## src/dmacr_pkg.sv

```systemverilog
// Shared types and constants of the DMA controller register block.
`timescale 1ns / 1ps
package dmacr_pkg;

  localparam logic [1:0] OP_READ  = 2'd0;
  localparam logic [1:0] OP_WRITE = 2'd1;
  localparam logic [1:0] OP_XFER  = 2'd2;

  localparam logic [7:0] PORT_STATUS   = 8'h08;
  localparam logic [7:0] PORT_REQUEST  = 8'h09;
  localparam logic [7:0] PORT_MASK_ONE = 8'h0A;
  localparam logic [7:0] PORT_MODE     = 8'h0B;
  localparam logic [7:0] PORT_BP_CLEAR = 8'h0C;
  localparam logic [7:0] PORT_MASTER   = 8'h0D;
  localparam logic [7:0] PORT_MASK_CLR = 8'h0E;
  localparam logic [7:0] PORT_MASK_ALL = 8'h0F;
  localparam logic [7:0] PORT_PAGE1    = 8'h83;
  localparam logic [7:0] PORT_PAGE2    = 8'h81;
  localparam logic [7:0] PORT_PAGE3    = 8'h82;

  localparam int MODE_AUTOINIT = 4;
  localparam int MODE_DECR     = 5;

  localparam int NCH = 4;

  typedef struct packed {
    logic        handled;
    logic [7:0]  read_data;
    logic        bus_write;
    logic [23:0] bus_address;
    logic [7:0]  bus_data;
    logic        terminal_count;
  } res_t;

endpackage

```

## src/dma_controller_registers_core.sv

```systemverilog
// Four-channel 8237-style DMA register file with per-byte transfer engine.
// Each result is registered in the output register, or in the skid register.
// Throughput: one word per cycle while in_stall is low; the output and skid
// registers let a word be accepted while a result still waits downstream.
// Reset (rst, synchronous): byte pointer, status and request cleared, all
// channels masked, every address, count, mode and page register zeroed.
`timescale 1ns / 1ps
module dma_controller_registers_core
  import dmacr_pkg::*;
(
  input  logic        clk,
  input  logic        rst,
  input  logic        in_valid,
  output logic        in_stall,
  input  logic [1:0]  op,
  input  logic        io_space,
  input  logic [7:0]  port,
  input  logic [7:0]  data,
  input  logic [1:0]  channel,
  output logic        out_valid,
  input  logic        out_stall,
  output logic        handled,
  output logic [7:0]  read_data,
  output logic        bus_write,
  output logic [23:0] bus_address,
  output logic [7:0]  bus_data,
  output logic        terminal_count
);

  logic        byte_pointer, byte_pointer_next;
  logic [7:0]  status_bits, status_bits_next;
  logic [3:0]  request_bits, request_bits_next;
  logic [3:0]  mask_bits, mask_bits_next;
  logic [15:0] base_addr [NCH];
  logic [15:0] base_addr_next [NCH];
  logic [15:0] current_addr [NCH];
  logic [15:0] current_addr_next [NCH];
  logic [15:0] base_count [NCH];
  logic [15:0] base_count_next [NCH];
  logic [15:0] current_count [NCH];
  logic [15:0] current_count_next [NCH];
  logic [7:0]  mode_byte [NCH];
  logic [7:0]  mode_byte_next [NCH];
  logic [7:0]  page_byte [NCH];
  logic [7:0]  page_byte_next [NCH];

  logic        in_accept;
  logic        out_take;
  logic        skid_valid;
  res_t        res;
  res_t        out_word;
  res_t        skid_word;

  logic [1:0]  idx;
  logic [15:0] cur_sel;
  logic [15:0] addr_cur;
  logic [15:0] count_dec;
  logic [7:0]  status_rd;

  assign in_stall  = skid_valid;
  assign in_accept = in_valid && !skid_valid;
  assign out_take  = out_valid && !out_stall;

  // one shared channel index: transfer channel, else the port's channel field
  assign idx       = (op == OP_XFER) ? channel : port[2:1];
  assign cur_sel   = port[0] ? current_count[idx] : current_addr[idx];
  assign addr_cur  = current_addr[idx];
  assign count_dec = current_count[idx] - 16'd1;
  assign status_rd = status_bits | {request_bits, 4'b0000};

  always_comb begin
    byte_pointer_next  = byte_pointer;
    status_bits_next   = status_bits;
    request_bits_next  = request_bits;
    mask_bits_next     = mask_bits;
    base_addr_next     = base_addr;
    current_addr_next  = current_addr;
    base_count_next    = base_count;
    current_count_next = current_count;
    mode_byte_next     = mode_byte;
    page_byte_next     = page_byte;
    res                = '0;
    case (op)
      OP_READ: begin
        if (io_space) begin
          if (port[7:3] == 5'd0) begin
            res.handled       = 1'b1;
            res.read_data     = byte_pointer ? cur_sel[15:8] : cur_sel[7:0];
            byte_pointer_next = ~byte_pointer;
          end else if (port == PORT_STATUS) begin
            res.handled      = 1'b1;
            res.read_data    = status_rd;
            status_bits_next = status_rd;
          end
        end
      end
      OP_WRITE: begin
        if (io_space) begin
          if (port[7:3] == 5'd0) begin
            res.handled       = 1'b1;
            byte_pointer_next = ~byte_pointer;
            if (!port[0]) begin
              if (byte_pointer) begin
                base_addr_next[idx][15:8]    = data;
                current_addr_next[idx][15:8] = data;
              end else begin
                base_addr_next[idx][7:0]    = data;
                current_addr_next[idx][7:0] = data;
              end
            end else begin
              if (byte_pointer) begin
                base_count_next[idx][15:8]    = data;
                current_count_next[idx][15:8] = data;
              end else begin
                base_count_next[idx][7:0]    = data;
                current_count_next[idx][7:0] = data;
              end
            end
          end else begin
            res.handled = 1'b1;
            case (port)
              PORT_REQUEST:  request_bits_next[data[1:0]] = data[2];
              PORT_MASK_ONE: mask_bits_next[data[1:0]] = data[2];
              PORT_MODE:     mode_byte_next[data[1:0]] = data;
              PORT_BP_CLEAR: byte_pointer_next = 1'b0;
              PORT_MASTER: begin
                byte_pointer_next = 1'b0;
                status_bits_next  = 8'h00;
                mask_bits_next    = 4'hF;
              end
              PORT_MASK_CLR: mask_bits_next = 4'h0;
              PORT_MASK_ALL: mask_bits_next = data[3:0];
              PORT_PAGE1:    page_byte_next[1] = data;
              PORT_PAGE2:    page_byte_next[2] = data;
              PORT_PAGE3:    page_byte_next[3] = data;
              default:       res.handled = 1'b0;
            endcase
          end
        end
      end
      OP_XFER: begin
        res.bus_write          = 1'b1;
        res.bus_address        = {page_byte[idx], addr_cur};
        res.bus_data           = data;
        current_addr_next[idx] = mode_byte[idx][MODE_DECR] ? addr_cur - 16'd1
                                                            : addr_cur + 16'd1;
        current_count_next[idx] = count_dec;
        if (count_dec == 16'hFFFF) begin
          res.terminal_count = 1'b1;
          if (mode_byte[idx][MODE_AUTOINIT]) begin
            current_addr_next[idx]  = base_addr[idx];
            current_count_next[idx] = base_count[idx];
          end
        end
      end
      default: ;
    endcase
  end

  always_ff @(posedge clk) begin
    if (rst) begin
      byte_pointer <= 1'b0;
      status_bits  <= 8'h00;
      request_bits <= 4'h0;
      mask_bits    <= 4'hF;
      for (int i = 0; i < NCH; i++) begin
        base_addr[i]     <= 16'h0000;
        current_addr[i]  <= 16'h0000;
        base_count[i]    <= 16'h0000;
        current_count[i] <= 16'h0000;
        mode_byte[i]     <= 8'h00;
        page_byte[i]     <= 8'h00;
      end
    end else if (in_accept) begin
      byte_pointer  <= byte_pointer_next;
      status_bits   <= status_bits_next;
      request_bits  <= request_bits_next;
      mask_bits     <= mask_bits_next;
      base_addr     <= base_addr_next;
      current_addr  <= current_addr_next;
      base_count    <= base_count_next;
      current_count <= current_count_next;
      mode_byte     <= mode_byte_next;
      page_byte     <= page_byte_next;
    end
  end

  // output register with skid stage
  always_ff @(posedge clk) begin
    if (rst) begin
      out_valid  <= 1'b0;
      skid_valid <= 1'b0;
    end else begin
      if (skid_valid) begin
        if (out_take) begin
          skid_valid <= 1'b0;
        end
      end else if (in_accept) begin
        if (out_valid && !out_take) begin
          skid_valid <= 1'b1;
        end else begin
          out_valid <= 1'b1;
        end
      end else if (out_take) begin
        out_valid <= 1'b0;
      end
    end
  end

  always_ff @(posedge clk) begin
    if (skid_valid) begin
      if (out_take) begin
        out_word <= skid_word;
      end
    end else if (in_accept) begin
      if (out_valid && !out_take) begin
        skid_word <= res;
      end else begin
        out_word <= res;
      end
    end
  end

  assign handled        = out_word.handled;
  assign read_data      = out_word.read_data;
  assign bus_write      = out_word.bus_write;
  assign bus_address    = out_word.bus_address;
  assign bus_data       = out_word.bus_data;
  assign terminal_count = out_word.terminal_count;

endmodule
```

## config.mk

```make
export PLATFORM = sky130hd
export DESIGN_NAME = dma_controller_registers_core
export DESIGN_NICKNAME = d
export VERILOG_FILES = /design/src/dmacr_pkg.sv /design/src/dma_controller_registers_core.sv
export SDC_FILE = /design/constraint.sdc
export NUM_CORES = 1
export LEC_CHECK = 0
export ABC_AREA = 1
export CORE_MARGIN = 5
export CORE_UTILIZATION = 55
export DETAILED_ROUTE_END_ITERATION = 12
export DONT_BUFFER_PORTS = 1
export PLACE_DENSITY = 0.68
export SETUP_SLACK_MARGIN = 0.1
export SYNTH_ARGS = -nofsm -noshare
export SYNTH_HDL_FRONTEND = slang
export SYNTH_SLANG_ARGS = --single-unit
export TNS_END_PERCENT = 100
```

## constraint.sdc

```tcl
create_clock -name clk -period 12.85 [get_ports clk]
set_input_delay 2.57 -clock clk [delete_from_list [all_inputs] [get_ports clk]]
set_output_delay 2.57 -clock clk [all_outputs]
set_load 0.01 [all_outputs]
```

==> impl_metrics.py <==
metrics = {
    "synthesis": {
        "postSynthAreaPerCell_um2": 6.342,
        "syn-instance-count": 3673,
        "async_flop_share": 0,
        "synth_top_family_by_area": "simple AND/OR/NAND/NOR gates",
        "synthMuxAreaShare": 0.0009668,
        "synthAdderAreaFrac": 0.008916,
        "synth-simple-area-share": 0.3332,
        "yosysWarnings": 0,
        "synthTopCellsByArea": "dfxtp_1 26%, nand2_1 21%, edfxtp_1 11%",
        "synth_top_area_share": 0.2570,
        "synth_fp_nets": 3714,
        "synth_compound_area_frac": 0.2167,
        "ys_types": 47,
        "yosys.area.top_type": "dfxtp_1",
        "synth-seq-cells": 385,
        "yosys.area_share.xor_xnor": 0.002632,
        "syn_area_um2": 23290,
        "ys.flop_type": "dfxtp_1",
        "ys_seq_area_frac": 0.3678,
        "synth-edff-count": 86,
    },
    "finish": {
        "multi_input_area_um2": 13170,
        "antenna_cells": 0,
        "final_core_util": 0.5942,
        "final_net_count": 3572,
        "fillers": 4046,
        "areaGrowthSynthToFinish_pct": 6.988,
        "final_common_cell": "nand2_1",
        "drive_above_1_share": 0.04738,
        "ff_latch_area_um2": 8568,
        "final_cell_mix": "1330 x nand2_1, 432 x nor2_1, 338 x a21oi_1",
        "design_area_um2": 24920,
    },
    "power": {
        "p_int_mw": 2.286,
        "powerDensity_nw_per_um2": 137.3,
        "clkPwrFrac": 0.404,
        "switchingPower_mw": 1.137,
        "total_power_mw": 3.423,
        "power.leakage_nw": 11.39,
        "ir_drop_mv": 0.1076,
        "switching_share": 0.3322,
        "seq_power_share": 0.377,
        "power_frac_comb": 0.219,
    },
    "timing": {
        "slew_violations": 0,
        "skew_ns": 0.02219,
        "fin_crit_sh": 0.6204,
        "clock.fmax_mhz": 125.4,
        "fin_crit_ns": 7.972,
        "tightest_slew_ns": 1.305,
        "rsz0062_at_grt": "no",
        "setup_viol": 0,
        "finalHoldViolCount": 0,
        "relSlewSlack": 0.1270,
        "tns_ns": 0,
    },
    "drt": {
        "met3_length_um": 9861,
        "wl_met1_um": 35200,
        "first_iter_violations": 3241,
        "ant_nets": 0,
        "routed-wl-met2_um": 39730,
        "top_layer_used": "met4",
        "vias": 25360,
        "drt-total-wl_um": 91190,
        "routedWlPerCell_um": 22.21,
        "dr.pass1.iters": 7,
        "drc_errors": 0,
        "drt-vias-per-instance": 6.177,
    },
    "floorplanning": {
        "die_w_um": 215.8,
        "die_area_um2": 46570,
        "initial_core_util": 0.5553,
        "core-area_um2": 41950,
        "die_y_um": 215.8,
        "io_pins": 70,
        "rows": 75,
    },
    "critical_path": {
        "crit_type": "in -> reg",
        "cp_max_fo": 68,
        "reg2reg_from": "current_count[48]",
        "cp-start-kind": "primary input",
        "worst_ep_arrival_time_ns": 8.45,
        "r2r_setup_slack_ns": 8.60,
        "cp.required_ns": 13.32,
        "worst_r2r_endpoint": "current_addr[2]",
        "crit_start": "op[0]",
        "r2r_cells": 16,
        "end_kind": "register",
        "crit_end": "current_addr[2]",
    },
    "clocking": {
        "cts.sinks": 385,
        "cts_root_buf": "clkbuf_16",
        "postCtsHoldBufs": 0,
        "postCtsSetupBuffers": 0,
        "clkTransAtPathRegs_ns": 0.06,
        "numCtsBuffers": 45,
        "worstSkewPairLatency_ns": 0.59,
        "max-clock-path-buffers": 3,
        "cts_resized": 0,
        "cts_tree": "yes",
        "htree_levels": 2,
    },
    "global_route": {
        "grt_max_degree": 113,
        "antenna_found_initial": 0,
        "grt_pass1_vias": 22990,
        "overflow": 0,
        "track_usage": 0.3741,
        "grt_first_pass_wirelength_um": 137100,
    },
    "placed_design": {
        "place_congestion": 0.9926,
        "dpl_cell_area_um2": 23340,
        "numPortBuffers": 0,
        "dp_hpwl_um": 61120,
    },
    "run": {
        "max_cap_violations": 0,
    },
    "status": {
        "status": "finished clean",
    },
    "min_path": {
        "hp-class": "reg -> reg",
    },
}
## through the flow
stage / std cells / hold slack (ns) / setup slack (ns)
after detailed placement: 4023 / 0.4757 / 4.543
final: 4106 / 0.4814 / 4.878
after floorplan: 3673 / 0.4498 / 6.792
after CTS: 4106 / 0.4835 / 5.127
after global placement: 4023 / 0.4713 / 4.757
after global routing: 4106 / 0.5088 / 4.621
## routing by layer
metal / vias to the layer above / global-route usage
li1: 11790 / -
met1: 11700 / 0.4900
met2: 1501 / 0.5788
met3: 373 / 0.07189
met4: 0 / 0.2163
met5: - / 0
## area by class of cell
class | count | share of cell area
inverter | 177 | 0.02696
clock buffer | 56 | 0.05010
timing repair buffer | 34 | 0.01024
multi-input combinational | 2888 | 0.5283
clock inverter | 27 | 0.01350
sequential | 385 | 0.3438
tap | 539 | 0.02706
## sequential cells by signal (all words and copies together), names as in the netlist, 24 cells and up
| register | count |
|---|---|
| current_count | 64 |
| base_count | 64 |
| base_addr | 64 |
| current_addr | 64 |
| skid_word | 43 |
| bus_address | 24 |
| page_byte | 24 |
## power by group through the flow
stage	Sequential (mW)	Clock [mW]	Combinational, mW
floorplan	1.31	0	0.513
global placement	1.32	0	0.707
detailed placement	1.32	0	0.718
CTS	1.29	1.39	0.722
global route	1.29	1.45	0.807
finish	1.29	1.38	0.750
## kinds of logic after synthesis
group	Yosys count
fa+ha+maj	16
buf+inv	400
simple gates	1966
mux	2
compound gates	897
xor+xnor	7
flops	385
## synthesized netlist by cell type (10+ instances only)
cell,number
nand2_1,1333
nor2_1,434
a21oi_1,339
o21ai_0,334
dfxtp_1,299
inv_1,170
clkbuf_1,162
nand3_1,128
a211oi_1,94
edfxtp_1,86
a21o_1,70
buf_1,24
buf_2,21
ha_1,15
nand2_2,15
nor2_2,15
o21a_1,14
o22ai_1,14
nor3_1,13
buf_6,10
## worst max-delay path: stages
cell	delay, ns
inv_2	0.05
nand2_4	0.05
buf_4	0.64
nand2_4	0.34
nand2_2	0.55
nand2_2	0.52
inv_2	0.20
nand2_1	0.08
nand2_2	0.13
nor2_8	0.06
ha_1	0.23
nand3_1	0.11
nor2_1	0.09
nand2_1	0.11
xor2_1	0.34
nand2_1	0.18
nor3_1	0.30
nand3_4	0.64
buf_4	0.62
nand2_1	0.21
nand2_1	0.09
nand2_1	0.06
a21oi_1	0.07
## worst min path at each step
stage                    startpoint               to  slack (ns)  depth (start not counted)
floorplan           request_bits[0]  request_bits[0]        0.45                          2
CTS                 request_bits[2]  request_bits[2]        0.48                          2
finish              request_bits[2]  request_bits[2]        0.48                          2
detailed placement  request_bits[2]  request_bits[2]        0.48                          2
global route         base_count[23]   base_count[23]        0.51                          2
global placement    request_bits[2]  request_bits[2]        0.47                          2
No activity file was read; power rests on OpenSTA's default activity.
